### src/hdl/sps_pkg.sv
package sps_pkg;

   localparam int POS_W = 12;
   localparam int TARGET_W = 16;
   localparam int PHASE_W = 3;
   localparam int COIL_W = 4;
   localparam int PRESCALE_W = 5;
   localparam int SPEED_W = 2;

   localparam int STEP_TENTHS = 3;
   localparam logic [POS_W-1:0] MAX_TENTHS_RESET = 12'd3150;
   localparam logic [PHASE_W-1:0] PHASE_LAST = 3'd5;

   // Rounding down to a step multiple uses a reciprocal multiply. The shift is
   // wide enough that the truncated quotient is exact for every 12-bit value.
   localparam int RECIP_SHIFT = 20;
   localparam int RECIP_W = RECIP_SHIFT + 1;
   localparam int RECIP_MULT = (2 ** RECIP_SHIFT + STEP_TENTHS - 1) / STEP_TENTHS;
   localparam int PROD_W = POS_W + RECIP_W;
   localparam int STEP_W = 4;

   typedef enum logic [1:0] {
      KIND_TICK    = 2'd0,
      KIND_MOVE    = 2'd1,
      KIND_JOG     = 2'd2,
      KIND_RELEASE = 2'd3
   } kind_type;

   function automatic logic [COIL_W-1:0] coil_pattern(input logic [PHASE_W-1:0] phase);
      logic [COIL_W-1:0] pattern;
      unique case (phase)
         3'd0: pattern = 4'h9;
         3'd1: pattern = 4'h1;
         3'd2: pattern = 4'h7;
         3'd3: pattern = 4'h6;
         3'd4: pattern = 4'hE;
         3'd5: pattern = 4'h8;
         default: pattern = 4'h0;
      endcase
      return pattern;
   endfunction

   function automatic logic [PRESCALE_W-1:0] prescale_for(input logic [SPEED_W-1:0] speed);
      logic [PRESCALE_W-1:0] code;
      unique case (speed)
         2'd0: code = 5'd2;
         2'd1: code = 5'd4;
         2'd2: code = 5'd8;
         2'd3: code = 5'd16;
         default: code = 5'd2;
      endcase
      return code;
   endfunction

   function automatic logic [PHASE_W-1:0] next_phase(input logic [PHASE_W-1:0] phase,
                                                     input logic cw);
      logic [PHASE_W-1:0] result;
      if (cw) begin
         result = (phase >= PHASE_LAST) ? '0 : phase + 3'd1;
      end else begin
         result = (phase == '0 || phase > PHASE_LAST) ? PHASE_LAST : phase - 3'd1;
      end
      return result;
   endfunction

endpackage

### src/hdl/sps_target_round.sv
module sps_target_round (
   input  logic [sps_pkg::TARGET_W-1:0] target_tenths,
   input  logic [sps_pkg::POS_W-1:0]    max_tenths,
   output logic [sps_pkg::POS_W-1:0]    step_count
);

   logic [sps_pkg::POS_W-1:0]  clamped;
   logic [sps_pkg::PROD_W-1:0] product;

   always_comb begin
      if (target_tenths > {{(sps_pkg::TARGET_W - sps_pkg::POS_W){1'b0}}, max_tenths}) begin
         clamped = max_tenths;
      end else begin
         clamped = target_tenths[sps_pkg::POS_W-1:0];
      end
      product = (sps_pkg::PROD_W)'(clamped)
              * (sps_pkg::PROD_W)'(sps_pkg::RECIP_MULT);
      step_count = product[sps_pkg::RECIP_SHIFT +: sps_pkg::POS_W];
   end

endmodule

### src/hdl/stepper_position_sequencer_top.sv
// Channel | Direction | Handshake         | Payload
// req     | in        | req_tvalid/tready | tdata: target, speed, direction; tuser: kind
// rsp     | out       | rsp_tvalid/tready | tdata: coils, running, position, prescale, arrived
// csr     | in        | csr_valid/ready   | csr_wdata: max_tenths
//
// One item per cycle is taken unless a stall holds stage one; each result is registered.
// The first stage clamps the target and multiplies by the step reciprocal; the
// second stage rounds the target and updates the phase, position and move state.
// Reset is synchronous and needs no clearing pass; the block is ready right away.
// A stalled result holds both stages, and input is still taken while stage one is free.
module stepper_position_sequencer_top (
   input  logic        clock,
   input  logic        reset,

   input  logic        req_tvalid,
   output logic        req_tready,
   input  logic [23:0] req_tdata,  // target_tenths[15:0], speed[17:16], direction[18], zero
   input  logic [1:0]  req_tuser,  // kind[1:0]

   output logic        rsp_tvalid,
   input  logic        rsp_tready,
   output logic [23:0] rsp_tdata,  // coils[3:0], running[4], position_tenths[16:5],
                                   // prescale[21:17], arrived[22], zero

   input  logic        csr_valid,
   output logic        csr_ready,
   input  logic [11:0] csr_wdata
);

   localparam int PW = sps_pkg::POS_W;

   logic [PW-1:0] max_tenths_ff;

   logic                          s1_valid_ff, s1_valid_in;
   sps_pkg::kind_type             s1_kind_ff;
   logic [PW-1:0]                 s1_steps_ff;
   logic [sps_pkg::SPEED_W-1:0]   s1_speed_ff;
   logic                          s1_dir_ff;
   logic [PW-1:0]                 steps;

   logic [sps_pkg::PHASE_W-1:0]    phase_ff, phase_in;
   logic [PW-1:0]                  position_ff, position_in;
   logic [PW-1:0]                  goal_ff, goal_in;
   logic                           going_up_ff, going_up_in;
   logic                           moving_ff, moving_in;
   logic [sps_pkg::COIL_W-1:0]     coil_ff, coil_in;
   logic [sps_pkg::PRESCALE_W-1:0] prescale_ff, prescale_in;
   logic                           arrived_in;

   logic                           rsp_valid_ff, rsp_valid_in;
   logic [23:0]                    rsp_data_ff;

   logic                           advance;
   logic                           req_take;
   logic                           commit;
   logic [PW-1:0]                  rounded;
   logic [PW+sps_pkg::STEP_W-1:0]  rounded_full;

   assign csr_ready = 1'b1;

   always_ff @(posedge clock) begin
      if (reset) begin
         max_tenths_ff <= sps_pkg::MAX_TENTHS_RESET;
      end else if (csr_valid && csr_ready) begin
         max_tenths_ff <= csr_wdata;
      end
   end

   sps_target_round u_round (
      .target_tenths (req_tdata[15:0]),
      .max_tenths    (max_tenths_ff),
      .step_count    (steps)
   );

   assign advance    = !rsp_valid_ff || rsp_tready;
   assign req_tready = !s1_valid_ff || advance;
   assign req_take   = req_tvalid && req_tready;
   assign commit     = s1_valid_ff && advance;

   always_comb begin
      if (req_take) begin
         s1_valid_in = 1'b1;
      end else if (advance) begin
         s1_valid_in = 1'b0;
      end else begin
         s1_valid_in = s1_valid_ff;
      end
   end

   always_ff @(posedge clock) begin
      if (reset) begin
         s1_valid_ff <= 1'b0;
      end else begin
         s1_valid_ff <= s1_valid_in;
      end
   end

   always_ff @(posedge clock) begin
      if (req_take) begin
         s1_kind_ff  <= sps_pkg::kind_type'(req_tuser);
         s1_steps_ff <= steps;
         s1_speed_ff <= req_tdata[17:16];
         s1_dir_ff   <= req_tdata[18];
      end
   end

   assign rounded_full = (PW + sps_pkg::STEP_W)'(s1_steps_ff)
                       * (PW + sps_pkg::STEP_W)'(sps_pkg::STEP_TENTHS);
   assign rounded      = rounded_full[PW-1:0];

   always_comb begin
      phase_in    = phase_ff;
      position_in = position_ff;
      goal_in     = goal_ff;
      going_up_in = going_up_ff;
      moving_in   = moving_ff;
      coil_in     = coil_ff;
      prescale_in = prescale_ff;
      arrived_in  = 1'b0;
      unique case (s1_kind_ff)
         sps_pkg::KIND_TICK: begin
            if (moving_ff) begin
               phase_in = sps_pkg::next_phase(phase_ff, going_up_ff);
               coil_in  = sps_pkg::coil_pattern(phase_in);
               if (going_up_ff) begin
                  position_in = position_ff + PW'(sps_pkg::STEP_TENTHS);
               end else begin
                  position_in = position_ff - PW'(sps_pkg::STEP_TENTHS);
               end
               if (position_in == goal_ff) begin
                  moving_in  = 1'b0;
                  coil_in    = '0;
                  arrived_in = 1'b1;
               end
            end
         end
         sps_pkg::KIND_MOVE: begin
            prescale_in = sps_pkg::prescale_for(s1_speed_ff);
            if (rounded != position_ff) begin
               going_up_in = rounded > position_ff;
               goal_in     = rounded;
               moving_in   = 1'b1;
            end
         end
         sps_pkg::KIND_JOG: begin
            phase_in = sps_pkg::next_phase(phase_ff, s1_dir_ff);
            coil_in  = sps_pkg::coil_pattern(phase_in);
         end
         sps_pkg::KIND_RELEASE: begin
            coil_in = '0;
         end
         default: begin
            coil_in = coil_ff;
         end
      endcase
   end

   always_ff @(posedge clock) begin
      if (reset) begin
         phase_ff    <= '0;
         position_ff <= '0;
         goal_ff     <= '0;
         going_up_ff <= 1'b1;
         moving_ff   <= 1'b0;
         coil_ff     <= '0;
         prescale_ff <= '0;
      end else if (commit) begin
         phase_ff    <= phase_in;
         position_ff <= position_in;
         goal_ff     <= goal_in;
         going_up_ff <= going_up_in;
         moving_ff   <= moving_in;
         coil_ff     <= coil_in;
         prescale_ff <= prescale_in;
      end
   end

   assign rsp_valid_in = advance ? s1_valid_ff : rsp_valid_ff;

   always_ff @(posedge clock) begin
      if (reset) begin
         rsp_valid_ff <= 1'b0;
      end else begin
         rsp_valid_ff <= rsp_valid_in;
      end
   end

   always_ff @(posedge clock) begin
      if (commit) begin
         rsp_data_ff <= {1'b0, arrived_in, prescale_in, position_in, moving_in, coil_in};
      end
   end

   assign rsp_tvalid = rsp_valid_ff;
   assign rsp_tdata  = rsp_data_ff;

   a_arrived_idle: assert property (@(posedge clock) disable iff (reset)
      (rsp_tvalid && rsp_tdata[22]) |-> (!rsp_tdata[4] && rsp_tdata[3:0] == 4'h0))
      else $error("arrived result still shows a running move or driven coils");

   a_goal_apart: assert property (@(posedge clock) disable iff (reset)
      moving_ff |-> (goal_ff != position_ff))
      else $error("move is running while already at its goal");

   a_phase_range: assert property (@(posedge clock) disable iff (reset)
      phase_ff <= sps_pkg::PHASE_LAST)
      else $error("phase index left the six-phase range");

   a_state_hold: assert property (@(posedge clock) disable iff (reset)
      !commit |=> ($stable(position_ff) && $stable(moving_ff) && $stable(phase_ff)))
      else $error("state changed without an item being committed");

   a_result_hold: assert property (@(posedge clock) disable iff (reset)
      (rsp_valid_ff && !rsp_tready) |=> (rsp_valid_ff && $stable(rsp_data_ff)))
      else $error("stalled result changed");

endmodule
### config.mk
export PLATFORM = sky130hd
export DESIGN_NAME = stepper_position_sequencer_top
export DESIGN_NICKNAME = d
export VERILOG_FILES = /design/src/hdl/sps_pkg.sv /design/src/hdl/sps_target_round.sv /design/src/hdl/stepper_position_sequencer_top.sv
export SDC_FILE = /design/constraint.sdc
export NUM_CORES = 1
export LEC_CHECK = 0
export ABC_CLOCK_PERIOD_IN_PS = 15500
export BUFFER_PORTS_ARGS = -buffer_cell sky130_fd_sc_hd__buf_4
export CORE_ASPECT_RATIO = 1.2
export CORE_MARGIN = 4
export CORE_UTILIZATION = 45
export DETAILED_ROUTE_END_ITERATION = 8
export SYNTH_ARGS = -nofsm -noshare
export SYNTH_HDL_FRONTEND = slang
export SYNTH_SLANG_ARGS = --single-unit
### constraint.sdc
create_clock -name clock -period 15.5 [get_ports clock]
set_input_delay 3.1 -clock clock [delete_from_list [all_inputs] [get_ports clock]]
set_output_delay 3.1 -clock clock [all_outputs]
set_load 0.01 [all_outputs]
**After elaboration in Yosys (flattened, before gate mapping)**

Cells that the tools add are included.

- Flip-flop bits (word level): 91
- Logic and storage cells: 91
- Input bits: 43

- Add/subtract/negate cells: 4
- Mux-type cells: 29
- Multiply operators: 2
- Reductions and logical operators: 17
- Equality and inequality tests: 19
- Magnitude comparators: 4

Operators by type and width:

| cell | number |
|---|---|
| $mux 12 | 6 |
| $pmux 4 s6 | 2 |
| $mul 12x18->30 const B | 1 |
| $mux 3 | 8 |
| $pmux 5 s4 | 1 |
| $gt 16x12->1 | 1 |
| $add 12x2->12 const B | 1 |
| $eq 12x12->1 | 1 |
| $eq 3x2->1 const B | 4 |
| $eq 3x3->1 const B | 4 |
| $gt 12x12->1 | 1 |
| $mul 11x2->12 const B | 1 |
| $ne 12x12->1 | 1 |
| $pmux 4 s3 | 1 |
| $sub 12x2->12 const B | 1 |
| $logic_not 3->1 | 3 |
| $eq 2x2->1 const B | 4 |
| $mux 4 | 2 |
| $eq 3x1->1 const B | 2 |
| $mux 1 | 6 |
| $pmux 3 s2 | 1 |
| $reduce_and 3->1 | 2 |
| $mux 5 | 1 |
| $eq 2x1->1 const B | 2 |
| 12 further kinds | 18 |

**Logic depth before layout (Yosys ltp)**

- Depth in word-level cells: 11
- Mapped depth: 27
- Mapped depth without buffers: 26

**Hierarchy**

Synthesis repeated with hierarchy kept, for this count alone.

- Cell total of the unflattened synthesis: 958
- Area total of the unflattened synthesis: 8805.9 um^2

By module, submodules not included:

| module | area an instance (um^2) | cells an instance | instances |
|---|---|---|---|
| stepper_position_sequencer_top | 5340.1 | 567 | 1 |
| sps_target_round | 3465.8 | 391 | 1 |

**Worst setup path after synthesis**

No wires, ideal clock.

- Kind: input-to-reg
- Start: input req_tdata[11]
- End: register s1_steps_ff[8], data pin
- Cell stages on the path: 21
- Arrival: 9.632 ns
- Buffers on the path: 1
- Slack: 5.688 ns
- Setup time: 0.180 ns
- Cell sequence: ha_1 nand2_1 o211a_1 o21a_1 a21oi_1 clkbuf_1 mux2_2 ha_1 fa_1 inv_1 fa_1 inv_1 fa_1 fa_1 or4_4 a2111o_1 or3_4 a311oi_4 o211ai_2 a211o_1 o311ai_1

- Cells in the longest elaborated chain, start to end: 3

RTL lines:

| what | line | RTL |
|---|---|---|
| from (decl) | stepper_position_sequencer_top.sv:17 | `input logic [23:0] req_tdata,` |
| $gt 16x12->1 | sps_target_round.sv:11 | `if (target_tenths > {{(sps_pkg::TARGET_W - sps_pkg::POS_W){1'b0}}, max_tenths}) begin` |
| $mux 12 * | sps_target_round.sv:11 |  |
| $mul 12x18->30 * | sps_target_round.sv:17 | `* (sps_pkg::PROD_W)'(sps_pkg::RECIP_MULT);` |
| named net steps[8] | stepper_position_sequencer_top.sv:39 | `logic [PW-1:0] steps;` |
| to (signal assigned) | stepper_position_sequencer_top.sv:101 | `s1_steps_ff <= steps;` |
| to (decl) | stepper_position_sequencer_top.sv:36 | `logic [PW-1:0] s1_steps_ff;` |

Mark *: on every way through the listed nets, which the timed path passes. The rest lies on a longest branch.
A chain may end at the register's enable or synchronous reset.

**Worst setup path after layout**

- Start: input req_tdata[13]
- End: register s1_steps_ff[8], data pin

- Cells in the longest elaborated chain, start to end: 3

RTL lines:

| what | line |
|---|---|
| $gt 16x12->1 | sps_target_round.sv:11 |
| $mux 12 | sps_target_round.sv:11 |
| $mul 12x18->30 | sps_target_round.sv:17 |
| named net steps[8] | stepper_position_sequencer_top.sv:39 |

The timed path passes the listed nets, and every way through them passes these cells.

==> flow_metrics.py <==
metrics = {
    "sta": {
        "finalCritPeriodShare_pct": 66.0,
        "period_minus_slack_ns": 10.23,
        "finalHoldViolCount": 0,
        "max_clock_freq_mhz": 97.7,
        "slew_headroom_pct": 43.5,
        "setup_viol": 0,
        "report.final.slew_viol_count": 0,
        "tightest_slew_ns": 0.847,
        "clock_skew_ns": 0.0101,
        "finalSetupTns_ns": 0,
        "rsz0062_at_grt": "false",
    },
    "clocking": {
        "cts-htree-levels": 3,
        "postCtsSetupRepairBufs": 0,
        "cts.sinks": 91,
        "ctsHoldBuffers": 0,
        "clock_path_buffers": 2,
        "cts_root_buf": "clkbuf_16",
        "cts-resized-gates": 0,
        "numCtsBuffers": 9,
        "cts_tree": "yes",
        "clk_pin_slew_ns": 0.08,
        "clk_latency_ns": 0.35,
    },
    "pwr": {
        "power_density_mw_per_mm2": 183,
        "p_total_mw": 1.77,
        "vdd_drop_max_uv": 191,
        "power.leakage_nw": 4.40,
    },
    "yosys": {
        "yosys.area.top_type": "ha_1",
        "synthArstFlopShare_pct": 0,
        "yosysWarnings": 0,
        "synth-main-ff-cell": "dfxtp_1",
        "netlist_instances": 948,
        "synth.top_cell.area_share_pct": 17.5,
        "yosysSeqAreaShare_pct": 25.5,
        "synth-seq-cells": 91,
        "synth.top_cells.by_area": "ha_1 17%, edfxtp_1 14%, dfxtp_1 12%",
        "ys_types": 71,
        "synth-edff-count": 39,
        "syn_avg_cell_area_sq_um": 9.15,
        "syn_area_sq_mm": 0.00867,
        "synth_fp_nets": 1159,
    },
    "grt": {
        "overflow": 0,
        "antenna_found_initial": 0,
        "grt_max_degree": 42,
        "grt_pass1_vias": 6676,
        "grt_first_pass_wirelength_mm": 31.6,
        "grtUsageTotal_pct": 17.6,
    },
    "setup_path": {
        "crit_path_end_kind": "flip-flop",
        "worst-endpoint-arrival_ns": 10.40,
        "worstSetupPathType": "input port to flip-flop",
        "critPathMaxFanout": 14,
        "cp.required_ns": 15.67,
        "worst_setup_path_start_kind": "input port",
    },
    "finish": {
        "final_cells": 1257,
        "fin_nets": 1207,
        "drive_above_1_share_pct": 10.6,
        "diodes": 0,
        "fin_util_pct": 51.1,
        "syn2layout_area_growth_pct": 11.6,
        "final_area_sq_mm": 0.00967,
    },
    "route": {
        "drc_errors": 0,
        "routed_wirelength_mm": 18.4,
        "drt_first_pass_iters": 4,
        "drtAntennaViolNets": 0,
        "drt-vias-per-instance": 5.30,
        "drtIter0Drc": 258,
        "vias": 6668,
        "wire_per_inst_um": 14.6,
    },
    "floorplan": {
        "dieArea_sq_mm": 0.0216,
        "die_width_um": 135,
        "chipHeight_um": 160,
        "rows": 55,
        "initial_core_util_pct": 45.8,
        "ios": 70,
        "core_area_sq_mm": 0.0189,
    },
    "outcome": {
        "outcome": "finished, final reports clean",
    },
    "run": {
        "maxCapViolations": 0,
    },
    "place": {
        "io_buffers": 62,
        "dpl_cell_area_sq_mm": 0.00937,
        "routabilityCongestion": 0.823,
        "dp_hpwl_mm": 15.1,
        "dp_cells": 1241,
    },
    "min_path": {
        "hold_path_class": "flip-flop to flip-flop",
    },
}
logic make-up (layout without fill, tap and decap cells):
logic type / count (synthesis) / in the layout / synth area share, %
flip-flops: 91 / 91 / 25.5
other: 2 / 2 / 0.0866
AO/OA/AOI/OAI: 221 / 221 / 17.1
buffers and inverters: 170 / 223 / 7.44
AND/OR/NAND/NOR: 218 / 218 / 12.3
multiplexers: 36 / 36 / 4.27
adder cells (fa/ha/maj): 168 / 168 / 28.3
XOR/XNOR: 42 / 42 / 5.04
registers in the layout (all words and copies together) (netlist names):
| name | cells |
|---|---|
| rsp_tdata | 23 |
| goal_ff | 12 |
| max_tenths_ff | 12 |
| position_ff | 12 |
| s1_steps_ff | 11 |
| prescale_ff | 5 |
| coil_ff | 4 |
| phase_ff | 3 |
| s1_kind_ff | 2 |
| s1_speed_ff | 2 |
| going_up_ff | 1 |
| moving_ff | 1 |
| rsp_tvalid | 1 |
| s1_dir_ff | 1 |
| s1_valid_ff | 1 |
through the flow:
step / worst slack (ns) / hold WS (ns)
6_report: 5.27 / 0.481
5_1_grt: 4.82 / 0.508
4_1_cts: 5.23 / 0.483
3_5_place_dp: 4.86 / 0.461
3_3_place_gp: 4.86 / 0.460
2_1_floorplan: 5.69 / 0.444
synth_stat cells (all sizes together) (5+ instances only):
library cell	instances
xnor2	22
nor2b	7
inv	140
xnor3	5
nand2b	12
a21o	20
o211ai	16
ha	121
a211o	5
xor2	15
a31oi	8
mux2	8
a211oi	15
o311ai	5
o31ai	5
a2111o	5
clkbuf	25
nand3	10
nand2	56
or3	7
mux2i	28
nor2	71
nand4	10
o21ai	47
edfxtp	39
a21oi	63
nor3	17
dfxtp	52
fa	47
layer usage:
layer  wire [um]  GRT usage, %  part of all wire (%)
met1        7940          21.6                    43
met2        9690          32.3                    53
met3         326          1.73                   1.8
met4         401          5.23                   2.2
met5           0             0                     0
final cells by class:
class,instances,area [sq um]
Multi-Input combinational cell,687,5810
Sequential cell,91,2210
Inverter,142,533
Clock inverter,7,81.3
Timing Repair Buffer,65,488
Fill cell,1862,9250
Clock buffer,9,225
Tap cell,256,320
critical path, cell delays in order:
cell and delay (ns):
buf_4 0.11, nor4_1 0.66, o2111ai_1 0.28, nor2_1 0.19, a21oi_1 0.08, buf_4 0.20, mux2i_1 0.46, inv_1 0.10
ha_1 0.36, fa_1 0.53, inv_1 0.10, fa_1 0.54, inv_1 0.11, fa_1 0.57, fa_1 0.50, or4_4 0.53
a2111o_1 0.49, or3_4 0.42, a311oi_4 0.45, o211ai_2 0.21, a211o_1 0.32, o311ai_1 0.08
cell usage in the layout (no fill, tap or decap), types with 5 or more instances in the layout:
master / instances
o211ai_1: 14
mux2i_1: 28
or3_1: 6
mux2_2: 8
o21ai_0: 47
xnor2_1: 22
nor3_1: 17
nand3_1: 10
a2111o_1: 5
ha_1: 121
xnor3_1: 5
fa_1: 47
a21o_1: 20
a31oi_1: 8
nand2_1: 56
nand2b_1: 12
a21oi_1: 63
edfxtp_1: 39
inv_1: 140
a211oi_1: 13
dfxtp_1: 52
clkbuf_16: 9
nand4_1: 10
xor2_1: 15
nor2b_1: 6
buf_4: 65
nor2_1: 71
power breakdown:
part | switching [mW] | internal (mW) | leakage, nW
logic | 0.680 | 0.548 | 3.45
registers | 0.0209 | 0.304 | 0.799
clock network | 0.107 | 0.115 | 0.150
worst paths after layout:
| path | start | to | slack [ns] | cells after the start |
|---|---|---|---|---|
| hold reg to reg | prescale_ff[0] | prescale_ff[0] | 0.48 | 1 |
| hold / removal | prescale_ff[0] | prescale_ff[0] | 0.48 | 1 |
| setup / recovery | req_tdata[13] | s1_steps_ff[8] | 5.27 | 22 |
| setup reg to reg | max_tenths_ff[9] | s1_steps_ff[8] | 7.88 | 23 |
Power figures use the tool's default switching activity.
